[src/gtlj_pkg.sv]
// ----------------------------------------------------------------------------
// gtlj_pkg
// Shared types and character constants for the greedy text line justifier.
// ----------------------------------------------------------------------------
package gtlj_pkg;

   localparam int BYTE_W = 8;
   localparam int CSR_W  = 6;
   localparam int WCNT_W = 5;

   typedef logic [BYTE_W-1:0] byte_type;
   typedef logic [CSR_W-1:0]  csr_type;
   typedef logic [WCNT_W-1:0] wcnt_type;

   localparam byte_type CHAR_TAB     = 8'd9;
   localparam byte_type CHAR_NEWLINE = 8'd10;
   localparam byte_type CHAR_SPACE   = 8'd32;
   localparam byte_type CHAR_STAR    = 8'd42;

   localparam csr_type WIDTH_RESET = 6'd32;

endpackage

[src/greedy_text_line_justifier_core.sv]
// ----------------------------------------------------------------------------
// greedy_text_line_justifier_core
// Greedy word wrap with full justification over a byte stream.
// ----------------------------------------------------------------------------
// One text byte enters per item; tlast on the input marks end of text. A word
// byte is written to the word RAM in the cycle it is accepted, so plain text
// runs at one item per cycle. A separator closing a word passes through a
// decide state and, for the joining space, a space state; the word is then
// copied byte by byte into the line RAM. A line that overflows is sent out
// first through the line RAM's read port at one output byte per cycle while
// the result channel accepts, with a pause at each gap; end of text sends
// the rest of the line unjustified after a setup state. Results leave through
// a one-deep output register; a stalled result channel stalls the sequencer.
// ----------------------------------------------------------------------------
module greedy_text_line_justifier_core
   import gtlj_pkg::*;
#(
   parameter int LINE_MAX = 32,
   parameter int WORD_MAX = 20
) (
   input  logic         clock,
   input  logic         reset,
   input  logic         req_tvalid,
   output logic         req_tready,
   input  logic [7:0]   req_tdata,   // [7:0] text_byte
   input  logic         req_tlast,   // end_of_text
   output logic         rsp_tvalid,
   input  logic         rsp_tready,
   output logic [7:0]   rsp_tdata,   // [7:0] out_byte
   output logic         rsp_tlast,   // last
   input  logic         csr_wr_en,
   input  logic [5:0]   csr_wr_data  // [5:0] line_width
);

   localparam int LL_W = $clog2(LINE_MAX + 1);
   localparam int LA_W = $clog2(LINE_MAX);
   localparam int WL_W = $clog2(WORD_MAX + 2);
   localparam int WA_W = $clog2(WORD_MAX + 1);

   localparam logic [2:0] S_IDLE    = 3'd0;
   localparam logic [2:0] S_DECIDE  = 3'd1;
   localparam logic [2:0] S_SPACE   = 3'd2;
   localparam logic [2:0] S_COPY    = 3'd3;
   localparam logic [2:0] S_JUST    = 3'd4;
   localparam logic [2:0] S_GAP     = 3'd5;
   localparam logic [2:0] S_RAWPREP = 3'd6;
   localparam logic [2:0] S_RAW     = 3'd7;

   logic [2:0]      state_ff, state_in;
   csr_type         width_ff;
   logic [LL_W-1:0] line_used_ff, line_used_in;
   wcnt_type        word_cnt_ff, word_cnt_in;
   logic [WL_W-1:0] word_used_ff, word_used_in;
   logic [LL_W-1:0] idx_ff, idx_in;
   logic [WL_W-1:0] wdx_ff, wdx_in;
   logic            eot_ff, eot_in;
   logic [LL_W-1:0] extra_ff, extra_in;
   logic [LL_W-1:0] acc_ff, acc_in;
   wcnt_type        words_ff, words_in;

   logic            rsp_valid_ff, rsp_valid_in;
   byte_type        rsp_data_ff, rsp_data_in;
   logic            rsp_last_ff, rsp_last_in;

   logic            req_acc, is_sep, out_free;
   logic [LL_W-1:0] eff_w, room;
   logic            overflow;
   wcnt_type        gaps;
   logic            emit, emit_last;
   byte_type        emit_byte;

   logic            line_we, word_we;
   byte_type        line_wdata, line_rd, word_rd;

   assign req_tready = (state_ff == S_IDLE);
   assign req_acc    = req_tvalid && req_tready;
   assign is_sep     = req_tdata inside {CHAR_SPACE, CHAR_TAB, CHAR_NEWLINE};
   assign out_free   = !rsp_valid_ff || rsp_tready;

   always_comb begin
      if (width_ff < CSR_W'(WORD_MAX + 2)) begin
         eff_w = LL_W'(WORD_MAX + 2);
      end else if (width_ff > CSR_W'(LINE_MAX)) begin
         eff_w = LL_W'(LINE_MAX);
      end else begin
         eff_w = LL_W'(width_ff);
      end
   end

   assign room     = (eff_w > line_used_ff) ? (eff_w - line_used_ff) : '0;
   assign overflow = (7'(word_used_ff) + 7'd1) > 7'(room);
   assign gaps     = (words_ff > WCNT_W'(1)) ? (words_ff - WCNT_W'(1)) : WCNT_W'(1);

   always_comb begin
      state_in     = state_ff;
      line_used_in = line_used_ff;
      word_cnt_in  = word_cnt_ff;
      word_used_in = word_used_ff;
      idx_in       = idx_ff;
      wdx_in       = wdx_ff;
      eot_in       = eot_ff;
      extra_in     = extra_ff;
      acc_in       = acc_ff;
      words_in     = words_ff;
      emit         = 1'b0;
      emit_byte    = CHAR_NEWLINE;
      emit_last    = 1'b0;
      line_we      = 1'b0;
      line_wdata   = CHAR_SPACE;
      word_we      = 1'b0;
      case (state_ff)
         S_IDLE: begin
            if (req_acc) begin
               if (req_tlast) begin
                  eot_in = 1'b1;
                  if (word_used_ff != '0) begin
                     state_in = S_DECIDE;
                  end else if (line_used_ff != '0) begin
                     idx_in   = '0;
                     state_in = S_RAWPREP;
                  end else begin
                     line_used_in = '0;
                     word_cnt_in  = '0;
                  end
               end else if (is_sep) begin
                  eot_in = 1'b0;
                  if (word_used_ff != '0) begin
                     state_in = S_DECIDE;
                  end
               end else if (word_used_ff < WL_W'(WORD_MAX + 1)) begin
                  word_we      = 1'b1;
                  word_used_in = word_used_ff + WL_W'(1);
               end
            end
         end
         S_DECIDE: begin
            idx_in   = '0;
            wdx_in   = '0;
            extra_in = room;
            words_in = word_cnt_ff;
            if (overflow) begin
               extra_in = (eff_w > line_used_ff) ? (eff_w - line_used_ff) : '0;
               state_in = S_JUST;
            end else if (word_cnt_ff != '0) begin
               state_in = S_SPACE;
            end else begin
               state_in = S_COPY;
            end
         end
         S_SPACE: begin
            line_we      = 1'b1;
            line_wdata   = CHAR_SPACE;
            line_used_in = line_used_ff + LL_W'(1);
            state_in     = S_COPY;
         end
         S_COPY: begin
            line_we = 1'b1;
            if (wdx_ff == WL_W'(WORD_MAX) && word_used_ff > WL_W'(WORD_MAX)) begin
               line_wdata = CHAR_STAR;
            end else begin
               line_wdata = word_rd;
            end
            line_used_in = line_used_ff + LL_W'(1);
            wdx_in       = wdx_ff + WL_W'(1);
            if (wdx_ff + WL_W'(1) == word_used_ff) begin
               word_cnt_in  = word_cnt_ff + WCNT_W'(1);
               word_used_in = '0;
               wdx_in       = '0;
               if (eot_ff) begin
                  idx_in   = '0;
                  state_in = S_RAWPREP;
               end else begin
                  state_in = S_IDLE;
               end
            end
         end
         S_JUST: begin
            if (out_free) begin
               if (idx_ff == line_used_ff) begin
                  emit         = 1'b1;
                  emit_byte    = CHAR_NEWLINE;
                  emit_last    = !eot_ff;
                  line_used_in = '0;
                  word_cnt_in  = '0;
                  state_in     = S_COPY;
               end else if (line_rd != CHAR_SPACE) begin
                  emit      = 1'b1;
                  emit_byte = line_rd;
                  idx_in    = idx_ff + LL_W'(1);
               end else begin
                  acc_in   = extra_ff;
                  state_in = S_GAP;
               end
            end
         end
         S_GAP: begin
            if (out_free) begin
               emit      = 1'b1;
               emit_byte = CHAR_SPACE;
               if (7'(acc_ff) >= 7'(gaps)) begin
                  acc_in   = acc_ff - LL_W'(gaps);
                  extra_in = extra_ff - LL_W'(1);
               end else begin
                  if (words_ff != '0) begin
                     words_in = words_ff - WCNT_W'(1);
                  end
                  idx_in   = idx_ff + LL_W'(1);
                  state_in = S_JUST;
               end
            end
         end
         S_RAWPREP: begin
            state_in = S_RAW;
         end
         S_RAW: begin
            if (out_free) begin
               emit = 1'b1;
               if (idx_ff == line_used_ff) begin
                  emit_byte    = CHAR_NEWLINE;
                  emit_last    = 1'b1;
                  line_used_in = '0;
                  word_cnt_in  = '0;
                  word_used_in = '0;
                  state_in     = S_IDLE;
               end else begin
                  emit_byte = line_rd;
                  idx_in    = idx_ff + LL_W'(1);
               end
            end
         end
         default: begin
            state_in = S_IDLE;
         end
      endcase
   end

   always_comb begin
      rsp_valid_in = rsp_valid_ff;
      rsp_data_in  = rsp_data_ff;
      rsp_last_in  = rsp_last_ff;
      if (emit) begin
         rsp_valid_in = 1'b1;
         rsp_data_in  = emit_byte;
         rsp_last_in  = emit_last;
      end else if (rsp_tready) begin
         rsp_valid_in = 1'b0;
      end
   end

   always_ff @(posedge clock) begin
      if (reset) begin
         state_ff     <= S_IDLE;
         width_ff     <= WIDTH_RESET;
         line_used_ff <= '0;
         word_cnt_ff  <= '0;
         word_used_ff <= '0;
         idx_ff       <= '0;
         wdx_ff       <= '0;
         eot_ff       <= 1'b0;
         rsp_valid_ff <= 1'b0;
      end else begin
         state_ff     <= state_in;
         if (csr_wr_en) begin
            width_ff <= csr_wr_data;
         end
         line_used_ff <= line_used_in;
         word_cnt_ff  <= word_cnt_in;
         word_used_ff <= word_used_in;
         idx_ff       <= idx_in;
         wdx_ff       <= wdx_in;
         eot_ff       <= eot_in;
         rsp_valid_ff <= rsp_valid_in;
      end
   end

   always_ff @(posedge clock) begin
      extra_ff    <= extra_in;
      acc_ff      <= acc_in;
      words_ff    <= words_in;
      rsp_data_ff <= rsp_data_in;
      rsp_last_ff <= rsp_last_in;
   end

   assign rsp_tvalid = rsp_valid_ff;
   assign rsp_tdata  = rsp_data_ff;
   assign rsp_tlast  = rsp_last_ff;

   gtlj_ram #(
      .WIDTH (BYTE_W),
      .DEPTH (LINE_MAX)
   ) u_line_ram (
      .clock   (clock),
      .wr_en   (line_we),
      .wr_addr (line_used_ff[LA_W-1:0]),
      .wr_data (line_wdata),
      .rd_addr (idx_in[LA_W-1:0]),
      .rd_data (line_rd)
   );

   gtlj_ram #(
      .WIDTH (BYTE_W),
      .DEPTH (WORD_MAX + 1)
   ) u_word_ram (
      .clock   (clock),
      .wr_en   (word_we),
      .wr_addr (word_used_ff[WA_W-1:0]),
      .wr_data (req_tdata),
      .rd_addr (wdx_in[WA_W-1:0]),
      .rd_data (word_rd)
   );

`ifndef NO_ASSERTIONS
   a_line_len_bound: assert property (@(posedge clock) disable iff (reset)
      7'(line_used_ff) <= 7'(LINE_MAX))
      else $error("line length beyond line store");

   a_copy_fits: assert property (@(posedge clock) disable iff (reset)
      (state_ff == S_COPY) |->
      (7'(line_used_ff) + 7'(word_used_ff) - 7'(wdx_ff) <= 7'(LINE_MAX)))
      else $error("word copy overruns line store");

   a_copy_index: assert property (@(posedge clock) disable iff (reset)
      (state_ff == S_COPY) |-> (wdx_ff < word_used_ff))
      else $error("word copy index past word length");

   a_gap_words: assert property (@(posedge clock) disable iff (reset)
      (state_ff == S_GAP) |-> (words_ff >= WCNT_W'(2)))
      else $error("gap reached with fewer than two words left");

   a_emit_needs_room: assert property (@(posedge clock) disable iff (reset)
      (rsp_valid_ff && !rsp_tready) |=> $stable(rsp_data_ff) && $stable(rsp_last_ff))
      else $error("pending item overwritten while stalled");
`endif

endmodule

[src/gtlj_ram.sv]
// ----------------------------------------------------------------------------
// gtlj_ram
// Generic single-write, single-read RAM with a registered read port.
// ----------------------------------------------------------------------------
module gtlj_ram #(
   parameter int WIDTH = 8,
   parameter int DEPTH = 32,
   localparam int AW   = (DEPTH > 1) ? $clog2(DEPTH) : 1
) (
   input  logic             clock,
   input  logic             wr_en,
   input  logic [AW-1:0]    wr_addr,
   input  logic [WIDTH-1:0] wr_data,
   input  logic [AW-1:0]    rd_addr,
   output logic [WIDTH-1:0] rd_data
);

   logic [WIDTH-1:0] mem [DEPTH];
   logic [WIDTH-1:0] rd_data_ff;

   always_ff @(posedge clock) begin
      if (wr_en) begin
         mem[wr_addr] <= wr_data;
      end
      rd_data_ff <= mem[rd_addr];
   end

   assign rd_data = rd_data_ff;

endmodule

[config.mk]
export PLATFORM = sky130hd
export DESIGN_NAME = greedy_text_line_justifier_core
export DESIGN_NICKNAME = d
export VERILOG_FILES = /design/src/gtlj_pkg.sv /design/src/greedy_text_line_justifier_core.sv /design/src/gtlj_ram.sv
export SDC_FILE = /design/constraint.sdc
export NUM_CORES = 1
export LEC_CHECK = 0
export ABC_AREA = 1
export BUFFER_PORTS_ARGS = -buffer_cell sky130_fd_sc_hd__clkbuf_2
export CORE_AREA = 2 2 148 295
export DETAILED_ROUTE_END_ITERATION = 7
export DIE_AREA = 0 0 150 297
export PLACE_DENSITY = 0.75
export RECOVER_POWER = 100
export SETUP_SLACK_MARGIN = 0.1
export SYNTH_ARGS = -nofsm -noshare
export SYNTH_HDL_FRONTEND = slang
export SYNTH_SLANG_ARGS = --single-unit
[constraint.sdc]
create_clock -name clock -period 3.3 [get_ports clock]
set_clock_uncertainty 0.05 [all_clocks]
set_input_delay 0.165 -clock clock [delete_from_list [all_inputs] [get_ports clock]]
set_output_delay 0.165 -clock clock [all_outputs]
set_load 0.005 [all_outputs]
==> results.py <==
metrics = {
    "route": {
        "dr.pass1.iters": 7,
        "drt_iter0_drc": 1883,
        "drtAntennaViolNets": 0,
        "wl_per_cell_um": 19.9,
        "wl_met2_um": 29700,
        "wl_met3_um": 5030,
        "wirelength_um": 61100,
        "routed_via_density": 5.78,
        "dr.max_layer_used": "met4",
        "drc_errors": 0,
        "wl_met1_um": 24000,
        "vias": 17700,
    },
    "global_routing": {
        "antenna_found_initial": 0,
        "grt_pass1_wl_um": 94500,
        "grt_pass1_vias": 17300,
        "grt_usage_pct": 27.3,
        "grt_max_degree": 51,
        "overflow": 0,
    },
    "yosys": {
        "yosysUniqueCellTypes": 50,
        "synth_area_leaders": "edfxtp_1, nand3_1, nand2_1",
        "avgSynthCellArea_um2": 10.1,
        "syn_inst": 2323,
        "ys_async_sr_fraction_pct": 0,
        "yosysSeqAreaShare_pct": 62.3,
        "synth_flop_cell": "edfxtp_1",
        "synth_seq_cells": 504,
        "synth_top_area_share_pct": 57.7,
        "ys_warn_count": 0,
        "yosysTopAreaCell": "edfxtp_1",
        "syn-num-nets": 2379,
        "synth_commonest_cells": "nand2_1, edfxtp_1, nand3_1",
        "synth_most_common_cell": "nand2_1",
        "synth_edf_count": 450,
        "netlist_area_um2": 23400,
    },
    "final_layout": {
        "n_fill_cell": 3129,
        "layoutNonFillerInstCount": 3070,
        "nNetsFinal": 2546,
        "drive_above_1_share_pct": 17.3,
        "area_growth_pct": 20.3,
        "antenna_cells": 0,
    },
    "place": {
        "dpl_worst_slack_ns": -0.550,
        "gp_congestion": 0.917,
        "dpl.cell_count": 2922,
        "port_buffers": 30,
        "dp_hpwl_um": 36300,
    },
    "setup_path": {
        "timing.rr.end": "u_line_ram.rd_data[2]",
        "cp.arrival_ns": 4.02,
        "cp-endpoint": "u_line_ram.rd_data[2]",
        "startpoint": "words_ff[0]",
        "worstSetupEndpointType": "flip-flop",
        "r2r_cells": 27,
        "start_kind": "flip-flop",
        "required_ns": 3.76,
        "r2r_slack_ns": -0.26,
        "r2r_start": "words_ff[0]",
        "worst-path-max-fanout": 5,
        "path_class": "flip-flop to flip-flop",
    },
    "sta": {
        "rsz0062_at_grt": "yes",
        "tightest_slew_ns": 1.16,
        "slew_violations": 0,
        "whs_ns": 0.100,
        "worst_slack_ns": -0.258,
        "fin_crit_sh_pct": 108,
        "slew_headroom_pct": 22.8,
        "final-hold-violation-count": 0,
        "finalCriticalPeriod_ns": 3.56,
        "max_freq_mhz": 281,
        "setup_viol": 11,
    },
    "power": {
        "switchingPower_mw": 5.81,
        "ir_drop_uv": 533,
        "swShare_pct": 31.0,
        "power_density_nw_per_um2": 666,
        "p_clk_share_pct": 30.1,
        "seq_power_share_pct": 40.3,
        "total_leakage_power_nw": 11.2,
        "total_power_mw": 18.8,
        "internal_power_mw": 13.0,
        "p_comb_share_pct": 29.6,
    },
    "run_status": {
        "status": "complete, but fails checks",
        "violations": "negative setup slack",
    },
    "clock_network": {
        "clk_pin_slew_ns": 0.07,
        "cts_sinks": 504,
        "worst_skew_pair.late_latency_ns": 0.57,
        "cts_made_buffers": 44,
        "cts_root_buffer": "clkbuf_16",
        "clockBufferDepth": 3,
        "cts_tree": "yes",
        "htree_levels": 2,
    },
    "worst_hold_path": {
        "hold-path-cell-count": 6,
        "hold_start": "req_tvalid",
        "hold_path_class": "primary input to flip-flop",
    },
    "job": {
        "max-cap-violations": 0,
    },
    "die": {
        "die-area_um2": 44600,
        "start_util_pct": 55.3,
        "die_height_um": 297,
        "dieWidth_um": 150,
        "core_um2": 42300,
        "rows": 107,
        "pin_count": 31,
    },
}
cell families (layout without fill, tap and decap cells):
kind of cell,Yosys count,after routing,share of synthesized area [%]
flip-flops,504,504,62.3
AO/OA/AOI/OAI,212,212,5.58
AND/OR/NAND/NOR,1115,1116,21.7
adder cells (fa/ha/maj),36,36,1.99
buffers and inverters,443,644,7.87
XOR/XNOR,13,13,0.486
power groups by stage:
stage                     combinational (mW)  clock (mW)  sequential [mW]
final                                   5.56        5.64             7.57
after global routing                    6.02        5.90             7.59
after global placement                  4.17           0             7.68
after detailed placement                4.24           0             7.69
after floorplan                         2.80           0             7.62
after CTS                               5.14        5.68             7.55
per-layer routing:
| layer | global-route usage [%] | up-vias |
|---|---|---|
| met3 | 3.97 | 177 |
| met5 | 0 | - |
| li1 | - | 8225 |
| met4 | 11.2 | 0 |
| met2 | 43.5 | 892 |
| met1 | 37.6 | 8452 |
registers in the layout, indices dropped and copies added (netlist names):
register	cells
word_cnt_ff	5
idx_ff	6
u_line_ram.mem	256
acc_ff	6
u_line_ram.rd_data	8
rsp_tdata	8
state_ff	3
words_ff	5
wdx_ff	5
word_used_ff	5
line_used_ff	6
width_ff	6
u_word_ram.rd_data	8
rsp_tvalid	1
extra_ff	6
u_word_ram.mem	168
eot_ff	1
rsp_tlast	1
worst max-delay path: stages, from the launching register on:
cell,delay (ns)
edfxtp_1,0.45
ha_2,0.21
nand3_2,0.07
nand2_2,0.06
inv_2,0.06
nand2_2,0.06
ha_4,0.16
fa_2,0.37
o21ai_2,0.20
nand3_2,0.15
nand2_2,0.10
nand2_2,0.06
nand2_2,0.08
nor2_1,0.05
nand3_1,0.12
nand2_4,0.08
buf_12,0.14
buf_12,0.12
buf_12,0.14
buf_6,0.12
buf_6,0.11
nand3_1,0.05
nand3_1,0.08
nand3_2,0.10
nand3_2,0.12
nand2_1,0.09
nand2_1,0.05
nand2_1,0.06
final cells by class:
type                       count  area [um^2]  share of cell area (%)
sequential                   504        14600                    51.8
timing repair buffer         225         2370                    8.40
multi-input combinational   1377         7660                    27.2
clock inverter                24          342                    1.21
clock buffer                  57         1240                    4.41
tap                          545          682                    2.42
inverter                     338         1270                    4.52
worst min-delay path by stage:
stage | to | slack [ns]
after floorplan | u_word_ram.mem[0][0] | 0.21
after global placement | width_ff[0] | 0.34
after detailed placement | width_ff[0] | 0.35
after CTS | u_word_ram.mem[15][2] | 0.02
after global routing | wdx_ff[4] | 0.18
final | eot_ff | 0.10
per-stage QoR:
step / util (%) / setup TNS (ns) / cell area, um^2
after floorplan: - / 0 / 23400
final: 66.6 / -2.48 / 28200
after detailed placement: 59.0 / -4.84 / 25000
after global placement: 59.0 / -3.61 / 25000
after global routing: 66.6 / -6.06 / 28200
after CTS: 65.9 / -1.02 / 27900
layout by cell type, fill, tap and decap left out, drive strengths merged, types with 12 or more instances in the layout:
cell type | Yosys | final
or2 | 13 | 13
clkinv | 7 | 17
clkbuf | 14 | 100
nor2 | 162 | 162
dlygate4sd3 | 0 | 15
o21ai | 78 | 78
buf | 91 | 165
nand3b | 71 | 71
inv | 331 | 335
nand4 | 12 | 12
dfxtp | 54 | 54
ha | 34 | 34
nor3 | 14 | 14
nand2 | 461 | 462
o211ai | 52 | 52
nand3 | 376 | 376
a21oi | 53 | 53
edfxtp | 450 | 450
what timing repair did:
item,4_1_cts,5_1_grt
setup endpoints to repair,21,27
cloned,12,2
pin swaps,58,35
setup buffers,36,6
resized for setup,119,65
hold buffers,15,0
hold endpoints to repair,16,0
Note: power is estimated with default switching activity, not from simulation.
